--- config.mk ---
export PLATFORM = sky130hd
export DESIGN_NAME = raid4_request_segmenter_unit
export DESIGN_NICKNAME = d
export VERILOG_FILES = /design/src/rtl/rsu_pkg.sv /design/src/rtl/raid4_request_segmenter_unit.sv /design/src/rtl/rsu_divider.sv /design/src/rtl/rsu_front.sv /design/src/rtl/rsu_queue.sv /design/src/rtl/rsu_back.sv
export SDC_FILE = /design/constraint.sdc
export NUM_CORES = 2
export LEC_CHECK = 0
export ABC_AREA = 1
export BUFFER_PORTS_ARGS = -buffer_cell sky130_fd_sc_hd__buf_2
export CORE_ASPECT_RATIO = 0.5
export CORE_UTILIZATION = 50
export CTS_BUF_LIST = sky130_fd_sc_hd__clkbuf_8
export DETAILED_ROUTE_END_ITERATION = 6
export HOLD_SLACK_MARGIN = 0.12
export PLACE_DENSITY = 0.77
export SYNTH_ARGS = -nofsm -noshare
export SYNTH_HDL_FRONTEND = slang
export SYNTH_SLANG_ARGS = --single-unit
--- constraint.sdc ---
create_clock -name clk -period 22.7 [get_ports clk]
set_clock_uncertainty 0.2 [all_clocks]
set_input_delay 4.54 -clock clk [delete_from_list [all_inputs] [get_ports clk]]
set_output_delay 4.54 -clock clk [all_outputs]
set_load 0.1 [all_outputs]
--- src/rtl/rsu_pkg.sv ---
// Shared types, constants and codes of the RAID4 request segmenter.
// Used by every module of the block; depends on nothing.
package rsu_pkg;

	parameter int POS_W        = 48;
	parameter int LEN_W        = 32;
	parameter int BS_W         = 17;
	parameter int DC_W         = 5;
	parameter int DRV_W        = 4;
	parameter int ACT_W        = 3;
	parameter int CFG_IDX_W    = 2;
	parameter int BS_MAX       = 65536;
	parameter int DC_MIN       = 3;
	parameter int MAX_DRIVES   = 16;
	parameter int MAX_SEGMENTS = 64;
	parameter int QUEUE_DEPTH  = 2;
	parameter int DIV_STEPS    = 2;
	parameter int MUL_SPLIT    = 24;
	parameter int PROD_W       = MUL_SPLIT + BS_W;

	typedef enum logic [CFG_IDX_W-1:0] {
		REG_UNIT_BYTES    = 2'd0,
		REG_DRIVE_COUNT   = 2'd1,
		REG_MISSING_DRIVE = 2'd2
	} cfg_reg_t;

	typedef enum logic [ACT_W-1:0] {
		ACT_READ        = 3'd0,
		ACT_RECON_READ  = 3'd1,
		ACT_WRITE_RMW   = 3'd2,
		ACT_WRITE_NOPAR = 3'd3,
		ACT_DEGRADED    = 3'd4
	} act_t;

	typedef enum logic [3:0] {
		F_IDLE,
		F_DIV1_GO,
		F_DIV1_WAIT,
		F_DIV2_GO,
		F_DIV2_WAIT,
		F_MUL_LO,
		F_MUL_HI,
		F_ADD,
		F_PUSH
	} front_state_t;

	typedef struct packed {
		logic [BS_W-1:0] unit_bytes;
		logic [DC_W-1:0] drive_count;
		logic [DC_W-1:0] missing_drive;
	} cfg_t;

	typedef struct packed {
		logic             cmd;
		logic [DRV_W-1:0] drv0;
		logic [DRV_W-1:0] data_drives;
		logic [POS_W-1:0] qbase;
		logic [BS_W-1:0]  bo;
		logic [BS_W-1:0]  bs;
		logic [LEN_W-1:0] len;
		logic             trunc;
		logic             miss_en;
		logic [DC_W-1:0]  miss_idx;
		logic             miss_par;
	} desc_t;

	typedef struct packed {
		logic [DRV_W-1:0] drive;
		logic [POS_W-1:0] drive_offset;
		logic [BS_W-1:0]  segment_length;
		logic [LEN_W-1:0] buffer_offset;
		act_t             action;
		logic             overflow;
		logic             last;
	} seg_t;

endpackage

--- src/rtl/raid4_request_segmenter_unit.sv ---
// RAID4 request segmenter: splits a byte request into per-stripe-unit drive segments.
// A request is accepted, its first block located by two passes of a shared divider
// (two quotient bits per cycle) and a split 48x17 multiply, and its descriptor is then
// pushed into the queue; the front end takes a new request only after that push, so it
// stalls while the queue is full. The emitter delivers one segment per cycle while the
// output is not stalled and loads the next descriptor only after the last segment of
// a request; the front end works on the next request meanwhile. Zero-length requests
// are accepted and produce nothing. Configuration registers hold block size, drive
// count and missing drive; write them only while idle. Uses rsu_pkg, rsu_front,
// rsu_queue and rsu_back.
module raid4_request_segmenter_unit
	import rsu_pkg::*;
#(
	parameter int MAX_SEG     = MAX_SEGMENTS,
	parameter int QUEUE_DEPTH_P = QUEUE_DEPTH
) (
	input  logic                 clk,
	input  logic                 arst_n,
	input  logic                 cfg_valid,
	output logic                 cfg_ready,
	input  logic [CFG_IDX_W-1:0] cfg_index,
	input  logic [BS_W-1:0]      cfg_data,
	input  logic                 in_valid,
	output logic                 in_ready,
	input  logic                 command,
	input  logic [POS_W-1:0]     byte_offset,
	input  logic [LEN_W-1:0]     req_length,
	output logic                 out_valid,
	input  logic                 out_ready,
	output logic [DRV_W-1:0]     drive,
	output logic [POS_W-1:0]     drive_offset,
	output logic [BS_W-1:0]      segment_length,
	output logic [LEN_W-1:0]     buffer_offset,
	output logic [ACT_W-1:0]     action,
	output logic                 overflow,
	output logic                 last
);

	cfg_t  cfg_q;
	logic  push_valid, push_ready, pop_valid, pop_ready;
	desc_t push_data, pop_data;
	seg_t  out_seg;

	assign cfg_ready = 1'b1;

	always_ff @(posedge clk or negedge arst_n) begin
		if (!arst_n) begin
			cfg_q.unit_bytes    <= BS_W'(4096);
			cfg_q.drive_count   <= DC_W'(4);
			cfg_q.missing_drive <= DC_W'(16);
		end else if (cfg_valid && cfg_ready) begin
			unique case (cfg_reg_t'(cfg_index))
				REG_UNIT_BYTES:    cfg_q.unit_bytes    <= cfg_data;
				REG_DRIVE_COUNT:   cfg_q.drive_count   <= cfg_data[DC_W-1:0];
				REG_MISSING_DRIVE: cfg_q.missing_drive <= cfg_data[DC_W-1:0];
				default: begin
				end
			endcase
		end
	end

	rsu_front #(
		.MAX_SEG (MAX_SEG)
	) u_front (
		.clk         (clk),
		.arst_n      (arst_n),
		.cfg         (cfg_q),
		.in_valid    (in_valid),
		.in_ready    (in_ready),
		.command     (command),
		.byte_offset (byte_offset),
		.req_length  (req_length),
		.push_valid  (push_valid),
		.push_ready  (push_ready),
		.push_data   (push_data)
	);

	rsu_queue #(
		.DEPTH (QUEUE_DEPTH_P)
	) u_queue (
		.clk        (clk),
		.arst_n     (arst_n),
		.push_valid (push_valid),
		.push_ready (push_ready),
		.push_data  (push_data),
		.pop_valid  (pop_valid),
		.pop_ready  (pop_ready),
		.pop_data   (pop_data)
	);

	rsu_back #(
		.MAX_SEG (MAX_SEG)
	) u_back (
		.clk        (clk),
		.arst_n     (arst_n),
		.desc_valid (pop_valid),
		.desc_ready (pop_ready),
		.desc       (pop_data),
		.out_valid  (out_valid),
		.out_ready  (out_ready),
		.out_seg    (out_seg)
	);

	assign drive          = out_seg.drive;
	assign drive_offset   = out_seg.drive_offset;
	assign segment_length = out_seg.segment_length;
	assign buffer_offset  = out_seg.buffer_offset;
	assign action         = out_seg.action;
	assign overflow       = out_seg.overflow;
	assign last           = out_seg.last;

endmodule

--- src/rtl/rsu_divider.sv ---
// Shared serial divider, DIV_STEPS quotient bits per cycle.
// Divides a POS_W dividend by a BS_W divisor; uses rsu_pkg.
module rsu_divider
	import rsu_pkg::*;
(
	input  logic             clk,
	input  logic             arst_n,
	input  logic             start,
	input  logic [POS_W-1:0] dividend,
	input  logic [BS_W-1:0]  divisor,
	output logic             done,
	output logic [POS_W-1:0] quotient,
	output logic [BS_W-1:0]  remainder
);

	localparam int DivIter = (POS_W + DIV_STEPS - 1) / DIV_STEPS;
	localparam int CntW    = (DivIter > 1) ? $clog2(DivIter) : 1;

	logic             busy_q;
	logic             done_q;
	logic [CntW-1:0]  cnt_q;
	logic [POS_W-1:0] quo_q;
	logic [BS_W-1:0]  rem_q;
	logic [BS_W-1:0]  div_q;
	logic [POS_W-1:0] quo_nx;
	logic [BS_W-1:0]  rem_nx;
	logic [BS_W:0]    trial;

	always_comb begin
		quo_nx = quo_q;
		rem_nx = rem_q;
		trial  = '0;
		for (int i = 0; i < DIV_STEPS; i++) begin
			trial  = {rem_nx, quo_nx[POS_W-1]};
			quo_nx = {quo_nx[POS_W-2:0], 1'b0};
			if (trial >= {1'b0, div_q}) begin
				trial     = trial - {1'b0, div_q};
				quo_nx[0] = 1'b1;
			end
			rem_nx = trial[BS_W-1:0];
		end
	end

	always_ff @(posedge clk or negedge arst_n) begin
		if (!arst_n) begin
			busy_q <= 1'b0;
			done_q <= 1'b0;
			cnt_q  <= '0;
		end else begin
			done_q <= 1'b0;
			if (start) begin
				busy_q <= 1'b1;
				cnt_q  <= '0;
			end else if (busy_q) begin
				cnt_q <= cnt_q + 1'b1;
				if (cnt_q == CntW'(DivIter - 1)) begin
					busy_q <= 1'b0;
					done_q <= 1'b1;
				end
			end
		end
	end

	always_ff @(posedge clk) begin
		if (start) begin
			quo_q <= dividend;
			rem_q <= '0;
			div_q <= divisor;
		end else if (busy_q) begin
			quo_q <= quo_nx;
			rem_q <= rem_nx;
		end
	end

	assign done      = done_q;
	assign quotient  = quo_q;
	assign remainder = rem_q;

endmodule

--- src/rtl/rsu_front.sv ---
// Request front end: accepts a request, locates its first block and builds a descriptor.
// Uses rsu_pkg and rsu_divider.
module rsu_front
	import rsu_pkg::*;
#(
	parameter int MAX_SEG = MAX_SEGMENTS
) (
	input  logic             clk,
	input  logic             arst_n,
	input  cfg_t             cfg,
	input  logic             in_valid,
	output logic             in_ready,
	input  logic             command,
	input  logic [POS_W-1:0] byte_offset,
	input  logic [LEN_W-1:0] req_length,
	output logic             push_valid,
	input  logic             push_ready,
	output desc_t            push_data
);

	front_state_t     state_q, state_nx;
	logic             div_start, div_done;
	logic [POS_W-1:0] div_dividend, div_quotient;
	logic [BS_W-1:0]  div_divisor, div_remainder;

	logic [BS_W-1:0]  bs_clamp;
	logic [DC_W-1:0]  dc_clamp;

	logic             cmd_q;
	logic [POS_W-1:0] pos_q;
	logic [LEN_W-1:0] len_q;
	logic [BS_W-1:0]  bs_q;
	logic [DRV_W-1:0] dd_q;
	logic             miss_en_q;
	logic [DC_W-1:0]  miss_idx_q;
	logic             miss_par_q;
	logic [POS_W-1:0] blk_q;
	logic [BS_W-1:0]  bo_q;
	logic [POS_W-1:0] quo_q;
	logic [DRV_W-1:0] drv_q;
	logic [PROD_W-1:0] prod_q;
	logic [POS_W-1:0] acc_q;
	logic             trunc_q;

	rsu_divider u_div (
		.clk       (clk),
		.arst_n    (arst_n),
		.start     (div_start),
		.dividend  (div_dividend),
		.divisor   (div_divisor),
		.done      (div_done),
		.quotient  (div_quotient),
		.remainder (div_remainder)
	);

	always_comb begin
		if (cfg.unit_bytes == '0)
			bs_clamp = BS_W'(1);
		else if (cfg.unit_bytes > BS_W'(BS_MAX))
			bs_clamp = BS_W'(BS_MAX);
		else
			bs_clamp = cfg.unit_bytes;
		if (cfg.drive_count < DC_W'(DC_MIN))
			dc_clamp = DC_W'(DC_MIN);
		else if (cfg.drive_count > DC_W'(MAX_DRIVES))
			dc_clamp = DC_W'(MAX_DRIVES);
		else
			dc_clamp = cfg.drive_count;
	end

	always_comb begin
		state_nx = state_q;
		unique case (state_q)
			F_IDLE: begin
				if (in_valid && req_length != '0)
					state_nx = F_DIV1_GO;
			end
			F_DIV1_GO:   state_nx = F_DIV1_WAIT;
			F_DIV1_WAIT: begin
				if (div_done)
					state_nx = F_DIV2_GO;
			end
			F_DIV2_GO:   state_nx = F_DIV2_WAIT;
			F_DIV2_WAIT: begin
				if (div_done)
					state_nx = F_MUL_LO;
			end
			F_MUL_LO:    state_nx = F_MUL_HI;
			F_MUL_HI:    state_nx = F_ADD;
			F_ADD:       state_nx = F_PUSH;
			F_PUSH: begin
				if (push_ready)
					state_nx = F_IDLE;
			end
			default:     state_nx = F_IDLE;
		endcase
	end

	always_comb begin
		in_ready     = 1'b0;
		div_start    = 1'b0;
		push_valid   = 1'b0;
		div_dividend = pos_q;
		div_divisor  = bs_q;
		unique case (state_q)
			F_IDLE:    in_ready = 1'b1;
			F_DIV1_GO: div_start = 1'b1;
			F_DIV2_GO: begin
				div_start    = 1'b1;
				div_dividend = blk_q;
				div_divisor  = BS_W'(dd_q);
			end
			F_PUSH:    push_valid = 1'b1;
			default: begin
			end
		endcase
	end

	always_ff @(posedge clk or negedge arst_n) begin
		if (!arst_n)
			state_q <= F_IDLE;
		else
			state_q <= state_nx;
	end

	always_ff @(posedge clk) begin
		case (state_q)
			F_IDLE: begin
				cmd_q      <= command;
				pos_q      <= byte_offset;
				len_q      <= req_length;
				bs_q       <= bs_clamp;
				dd_q       <= DRV_W'(dc_clamp - 1'b1);
				miss_en_q  <= cfg.missing_drive < dc_clamp;
				miss_idx_q <= cfg.missing_drive;
				miss_par_q <= cfg.missing_drive == (dc_clamp - 1'b1);
			end
			F_DIV1_WAIT: begin
				if (div_done) begin
					blk_q <= div_quotient;
					bo_q  <= div_remainder;
				end
			end
			F_DIV2_GO: begin
				trunc_q <= (33'(len_q) + 33'(bo_q)) > (33'(MAX_SEG) * 33'(bs_q));
			end
			F_DIV2_WAIT: begin
				if (div_done) begin
					quo_q <= div_quotient;
					drv_q <= div_remainder[DRV_W-1:0];
				end
			end
			F_MUL_LO: prod_q <= PROD_W'(quo_q[MUL_SPLIT-1:0]) * PROD_W'(bs_q);
			F_MUL_HI: begin
				acc_q  <= POS_W'(prod_q);
				prod_q <= PROD_W'(quo_q[POS_W-1:MUL_SPLIT]) * PROD_W'(bs_q);
			end
			F_ADD:    acc_q <= acc_q + {prod_q[POS_W-MUL_SPLIT-1:0], {MUL_SPLIT{1'b0}}};
			default: begin
			end
		endcase
	end

	always_comb begin
		push_data.cmd         = cmd_q;
		push_data.drv0        = drv_q;
		push_data.data_drives = dd_q;
		push_data.qbase       = acc_q;
		push_data.bo          = bo_q;
		push_data.bs          = bs_q;
		push_data.len         = len_q;
		push_data.trunc       = trunc_q;
		push_data.miss_en     = miss_en_q;
		push_data.miss_idx    = miss_idx_q;
		push_data.miss_par    = miss_par_q;
	end

`ifndef SYNTHESIS
	a_div_done_waited: assert property (@(posedge clk) disable iff (!arst_n)
		div_done |-> (state_q == F_DIV1_WAIT || state_q == F_DIV2_WAIT))
		else $error("divider finished outside a wait state");
`endif

endmodule

--- src/rtl/rsu_queue.sv ---
// Descriptor queue between the front end and the segment emitter.
// Uses rsu_pkg for the descriptor type.
module rsu_queue
	import rsu_pkg::*;
#(
	parameter int DEPTH = QUEUE_DEPTH
) (
	input  logic  clk,
	input  logic  arst_n,
	input  logic  push_valid,
	output logic  push_ready,
	input  desc_t push_data,
	output logic  pop_valid,
	input  logic  pop_ready,
	output desc_t pop_data
);

	localparam int PtrW = (DEPTH > 1) ? $clog2(DEPTH) : 1;
	localparam int CntW = $clog2(DEPTH + 1);

	desc_t           entry_q [DEPTH];
	logic [PtrW-1:0] wr_ptr_q, rd_ptr_q;
	logic [CntW-1:0] count_q;
	logic            push, pop;

	assign push_ready = count_q != CntW'(DEPTH);
	assign pop_valid  = count_q != '0;
	assign push       = push_valid && push_ready;
	assign pop        = pop_valid && pop_ready;
	assign pop_data   = entry_q[rd_ptr_q];

	always_ff @(posedge clk or negedge arst_n) begin
		if (!arst_n) begin
			wr_ptr_q <= '0;
			rd_ptr_q <= '0;
			count_q  <= '0;
		end else begin
			if (push)
				wr_ptr_q <= (wr_ptr_q == PtrW'(DEPTH - 1)) ? '0 : wr_ptr_q + 1'b1;
			if (pop)
				rd_ptr_q <= (rd_ptr_q == PtrW'(DEPTH - 1)) ? '0 : rd_ptr_q + 1'b1;
			if (push && !pop)
				count_q <= count_q + 1'b1;
			else if (pop && !push)
				count_q <= count_q - 1'b1;
		end
	end

	always_ff @(posedge clk) begin
		if (push)
			entry_q[wr_ptr_q] <= push_data;
	end

`ifndef SYNTHESIS
	a_count_bound: assert property (@(posedge clk) disable iff (!arst_n)
		count_q <= CntW'(DEPTH))
		else $error("descriptor queue count beyond depth");
`endif

endmodule

--- src/rtl/rsu_back.sv ---
// Segment emitter: walks a descriptor one stripe unit per cycle, unless the output stalls,
// into an output register. Uses rsu_pkg.
module rsu_back
	import rsu_pkg::*;
#(
	parameter int MAX_SEG = MAX_SEGMENTS
) (
	input  logic  clk,
	input  logic  arst_n,
	input  logic  desc_valid,
	output logic  desc_ready,
	input  desc_t desc,
	output logic  out_valid,
	input  logic  out_ready,
	output seg_t  out_seg
);

	localparam int SegW = $clog2(MAX_SEG + 1);

	logic             active_q;
	logic             out_valid_q;
	desc_t            desc_q;
	logic             first_q;
	logic [DRV_W-1:0] drv_q;
	logic [POS_W-1:0] qbase_q;
	logic [LEN_W-1:0] rem_q;
	logic [LEN_W-1:0] boff_q;
	logic [SegW-1:0]  nseg_q;
	seg_t             seg_q;

	logic             load, emit;
	logic [BS_W-1:0]  seg_full, seg_len;
	logic             seg_last, miss_data;
	act_t             act;
	logic             drv_wrap;

	assign desc_ready = !active_q;
	assign load       = desc_valid && !active_q;
	assign emit       = active_q && (!out_valid_q || out_ready);

	always_comb begin
		seg_full  = first_q ? desc_q.bs - desc_q.bo : desc_q.bs;
		seg_len   = (rem_q < LEN_W'(seg_full)) ? rem_q[BS_W-1:0] : seg_full;
		seg_last  = (rem_q == LEN_W'(seg_len)) || (nseg_q == SegW'(MAX_SEG - 1));
		miss_data = desc_q.miss_en && ({1'b0, drv_q} == desc_q.miss_idx);
		drv_wrap  = (drv_q + 1'b1) == desc_q.data_drives;
		if (!desc_q.cmd)
			act = miss_data ? ACT_RECON_READ : ACT_READ;
		else if (miss_data)
			act = ACT_DEGRADED;
		else if (desc_q.miss_par)
			act = ACT_WRITE_NOPAR;
		else
			act = ACT_WRITE_RMW;
	end

	always_ff @(posedge clk or negedge arst_n) begin
		if (!arst_n) begin
			active_q    <= 1'b0;
			out_valid_q <= 1'b0;
		end else begin
			if (out_valid_q && out_ready)
				out_valid_q <= 1'b0;
			if (emit)
				out_valid_q <= 1'b1;
			if (load)
				active_q <= 1'b1;
			else if (emit && seg_last)
				active_q <= 1'b0;
		end
	end

	always_ff @(posedge clk) begin
		if (load) begin
			desc_q  <= desc;
			first_q <= 1'b1;
			drv_q   <= desc.drv0;
			qbase_q <= desc.qbase;
			rem_q   <= desc.len;
			boff_q  <= '0;
			nseg_q  <= '0;
		end else if (emit) begin
			first_q <= 1'b0;
			rem_q   <= rem_q - LEN_W'(seg_len);
			boff_q  <= boff_q + LEN_W'(seg_len);
			nseg_q  <= nseg_q + 1'b1;
			if (drv_wrap) begin
				drv_q   <= '0;
				qbase_q <= qbase_q + POS_W'(desc_q.bs);
			end else begin
				drv_q <= drv_q + 1'b1;
			end
		end
		if (emit) begin
			seg_q.drive          <= drv_q;
			seg_q.drive_offset   <= first_q ? qbase_q + POS_W'(desc_q.bo) : qbase_q;
			seg_q.segment_length <= seg_len;
			seg_q.buffer_offset  <= boff_q;
			seg_q.action         <= act;
			seg_q.overflow       <= desc_q.trunc;
			seg_q.last           <= seg_last;
		end
	end

	assign out_valid = out_valid_q;
	assign out_seg   = seg_q;

`ifndef SYNTHESIS
	a_seg_count: assert property (@(posedge clk) disable iff (!arst_n)
		active_q |-> (nseg_q < SegW'(MAX_SEG)))
		else $error("segment count past limit");
	a_seg_nonzero: assert property (@(posedge clk) disable iff (!arst_n)
		emit |-> (seg_len != '0 && rem_q != '0))
		else $error("empty segment emitted");
	a_last_ends: assert property (@(posedge clk) disable iff (!arst_n)
		(emit && seg_last) |=> out_valid_q && out_seg.last)
		else $error("final segment not flagged");
`endif

endmodule

==> results.ini <==
[cts]
root_buffer=clkbuf_8
cts_setup_buffers=0
cts_tree=built
holdBufCountCts=0
cts_resized=0
clock_latency_ns=0.94
cts_sinks=981
htreeDepth=4
clock_path_buffers=4
cts_buffers=154
clk_pin_slew_worst_paths_ns=0.07

[timing]
setup_ws_ns=14.63
period_minus_slack_ns=8.07
tns_ns=0
slew_headroom_pct=17.4
fmax_mhz=124
rsz0062_at_grt=no
hold_viol_final=0
period_share_pct=35.6
final-setup-viol-count=0
drv_slew=0
worst-slew-pin-transition_ns=1.23

[synthesis]
async_flop_share_pct=4.49
yosysWarnings=0
synth_top_area_share_pct=36.1
yosysMostFrequentCell=nand2_1
synth_top_cell_by_area=edfxtp_1
syn_area_sq_um=73300
ys_top_cells_by_count=nand2_1, inv_1, edfxtp_1, fa_1, nor2_1
synth-seq-cells=981
synthCells=8096
synth_edf_count=880
synth_cell_types=69
synthFlopType=edfxtp_1
synth_nets=9280
synth_seq_area_share_pct=39.1
synth_area_leaders=edfxtp_1, fa_1, nand2_1
avgSynthCellArea_sq_um=9.05

[critical_path]
worst-path-max-fanout=36
crit_top_cell=nand2_1
critPathSlowestCell=edfxtp_1
worst-setup-path-type=flop to flop
end_kind=flop
cp.required_ns=23.09
crit_arrival_ns=8.46
worst_setup_path_start_kind=flop
slowest_delay_ns=0.76

[global_route]
use_met2_pct=40.6
use_met3_pct=5.08
grt_max_degree=159
grt_pass1_vias=53900
grtUsageTotal_pct=26.1
antenna_found_initial=6
busiest_layer=met2
overflow=0
grt_pass1_wl_um=300000
met1_usage_pct=35.9

[routing]
dr.pass1.iters=7
vias_per_cell=5.34
ant_nets=0
vias=54900
drc_errors=0
drtIter0Drc=5455
routed_wl_um=192000
avgRoutedWirePerCell_um=18.7

[cells_and_area]
drive_gt1_share_pct=7.04
finish.instance_area_sq_um=79100
fin_nets=9408
postLayoutCoreUtil_pct=54.9
area_growth_pct=7.96

[run]
cap_violations=0

[power_and_ir_drop]
p_comb_share_pct=25.6
p_int_mw=3.20
p_leak_nw=38.1
p_per_area_nw_per_um2=64.2
p_sw_mw=1.88
finalPower_mw=5.08
vdd_drop_max_mv=0.170
p_clk_share_pct=29.3
seqPwrFrac_pct=45.2
switching_share_pct=37.0

[placement]
place_area_sq_um=76200
gp_congestion=0.971
port_buffers=212
hpwl_um=140000
pre_cts_slack_ns=14.85

[floorplan]
start_util_pct=50.8
ios=214
fp.dieH_um=273
row_count=98
core_sq_um=144000
die_w_um=543
die_area_sq_um=148000

[outcome]
outcome=complete, no violations

[worst_hold_path]
hp-class=flop to flop

## layer usage
metal	wire length [um]	share of wire [%]
met1	80300	42
met2	86000	45
met3	17900	9.3
met4	8120	4.2
met5	29	0.015
## cell usage in the layout, fill, tap and decap left out, types with 24 or more instances in the layout
cell type / synthesis / layout
xnor2_1: 82 / 82
fa_1: 665 / 665
inv_1: 1581 / 1627
a31oi_1: 30 / 30
dfxtp_1: 57 / 57
a21oi_1: 311 / 310
dfrtp_1: 41 / 40
buf_4: 2 / 64
nand4_1: 45 / 45
xor2_1: 133 / 133
nor4_1: 24 / 24
ha_1: 414 / 414
nor3_1: 51 / 49
nor2_1: 420 / 412
edfxtp_1: 880 / 880
o21ai_0: 399 / 399
clkbuf_8: 0 / 163
nand2_1: 2243 / 2242
buf_2: 4 / 212
nand3_1: 172 / 172
## state kept, by name (all words and copies together), names as in the netlist, 5 cells and up
name	count
u_back.nseg_q	7
u_front.prod_q	41
u_front.acc_q	48
u_front.quo_q	48
u_front.bs_q	17
u_front.len_q	32
u_front.u_div.remainder	17
u_queue.entry_q	262
u_back.rem_q	32
cfg_q	27
u_front.miss_idx_q	5
u_front.u_div.div_q	17
u_front.blk_q	48
u_back.boff_q	32
u_front.pos_q	48
u_back.out_seg	106
u_front.bo_q	17
u_front.u_div.cnt_q	5
u_back.qbase_q	48
u_front.u_div.quotient	48
u_back.desc_q	47
## layout make-up
| type | count | area (sq um) |
|---|---|---|
| sequential | 981 | 28700 |
| fill | 12600 | 65000 |
| clock buffer | 163 | 2240 |
| timing repair buffer | 278 | 1580 |
| inverter | 1595 | 5990 |
| tap | 1950 | 2440 |
| antenna | 3 | 7.51 |
| clock inverter | 102 | 659 |
| multi-input combinational | 5214 | 37500 |
## critical path: cells and delay by family (launching register included)
kind            cells  cell delay, ns
fa+ha+maj           7            3.41
simple gates       13            1.53
buf+inv             7            0.97
compound gates      6            0.92
flops               1            0.76
## worst paths after layout
kind	from	end	slack, ns	cells after the start
min in group asynchronous	arst_n	cfg_q[15]$_DFFE_PN0P_	3.61	2
max reg2reg	u_front.bs_q[3]$_SDFFCE_PP0P_	u_front.prod_q[39]$_DFFE_PN_	14.63	33
min reg2reg	u_front.miss_idx_q[3]$_DFFE_PP_	u_queue.entry_q[1][4]$_DFFE_PP_	0.20	0
min	u_front.miss_idx_q[3]$_DFFE_PP_	u_queue.entry_q[1][4]$_DFFE_PP_	0.20	0
max in group asynchronous	arst_n	cfg_q[13]$_DFFE_PN0P_	18.04	2
max	u_front.bs_q[3]$_SDFFCE_PP0P_	u_front.prod_q[39]$_DFFE_PN_	14.63	33
## per-stage QoR
step,instances,hold slack (ns)
6_report,10300,0.198
3_3_place_gp,10000,0.217
2_1_floorplan,8096,0.200
3_5_place_dp,10000,0.213
4_1_cts,10300,0.181
5_1_grt,10300,0.212
## power groups by stage
stage	Clock [mW]	Combinational, mW	Sequential, mW
final	1.49	1.30	2.30
after global routing	1.58	1.40	2.31
after floorplan	0	0.525	2.82
after CTS	1.51	1.30	2.29
after detailed placement	0	1.29	2.33
after global placement	0	1.28	2.33
## logic make-up after synthesis
family	after synthesis	synth area share [%]
simple gates	3036	16.6
buf+inv	1901	9.79
fa+ha+maj	1079	25.2
flops	981	39.1
compound gates	870	6.46
xor+xnor	215	2.57
mux	13	0.196
other cells	1	0.00512
No activity file was read; power rests on OpenSTA's default activity.
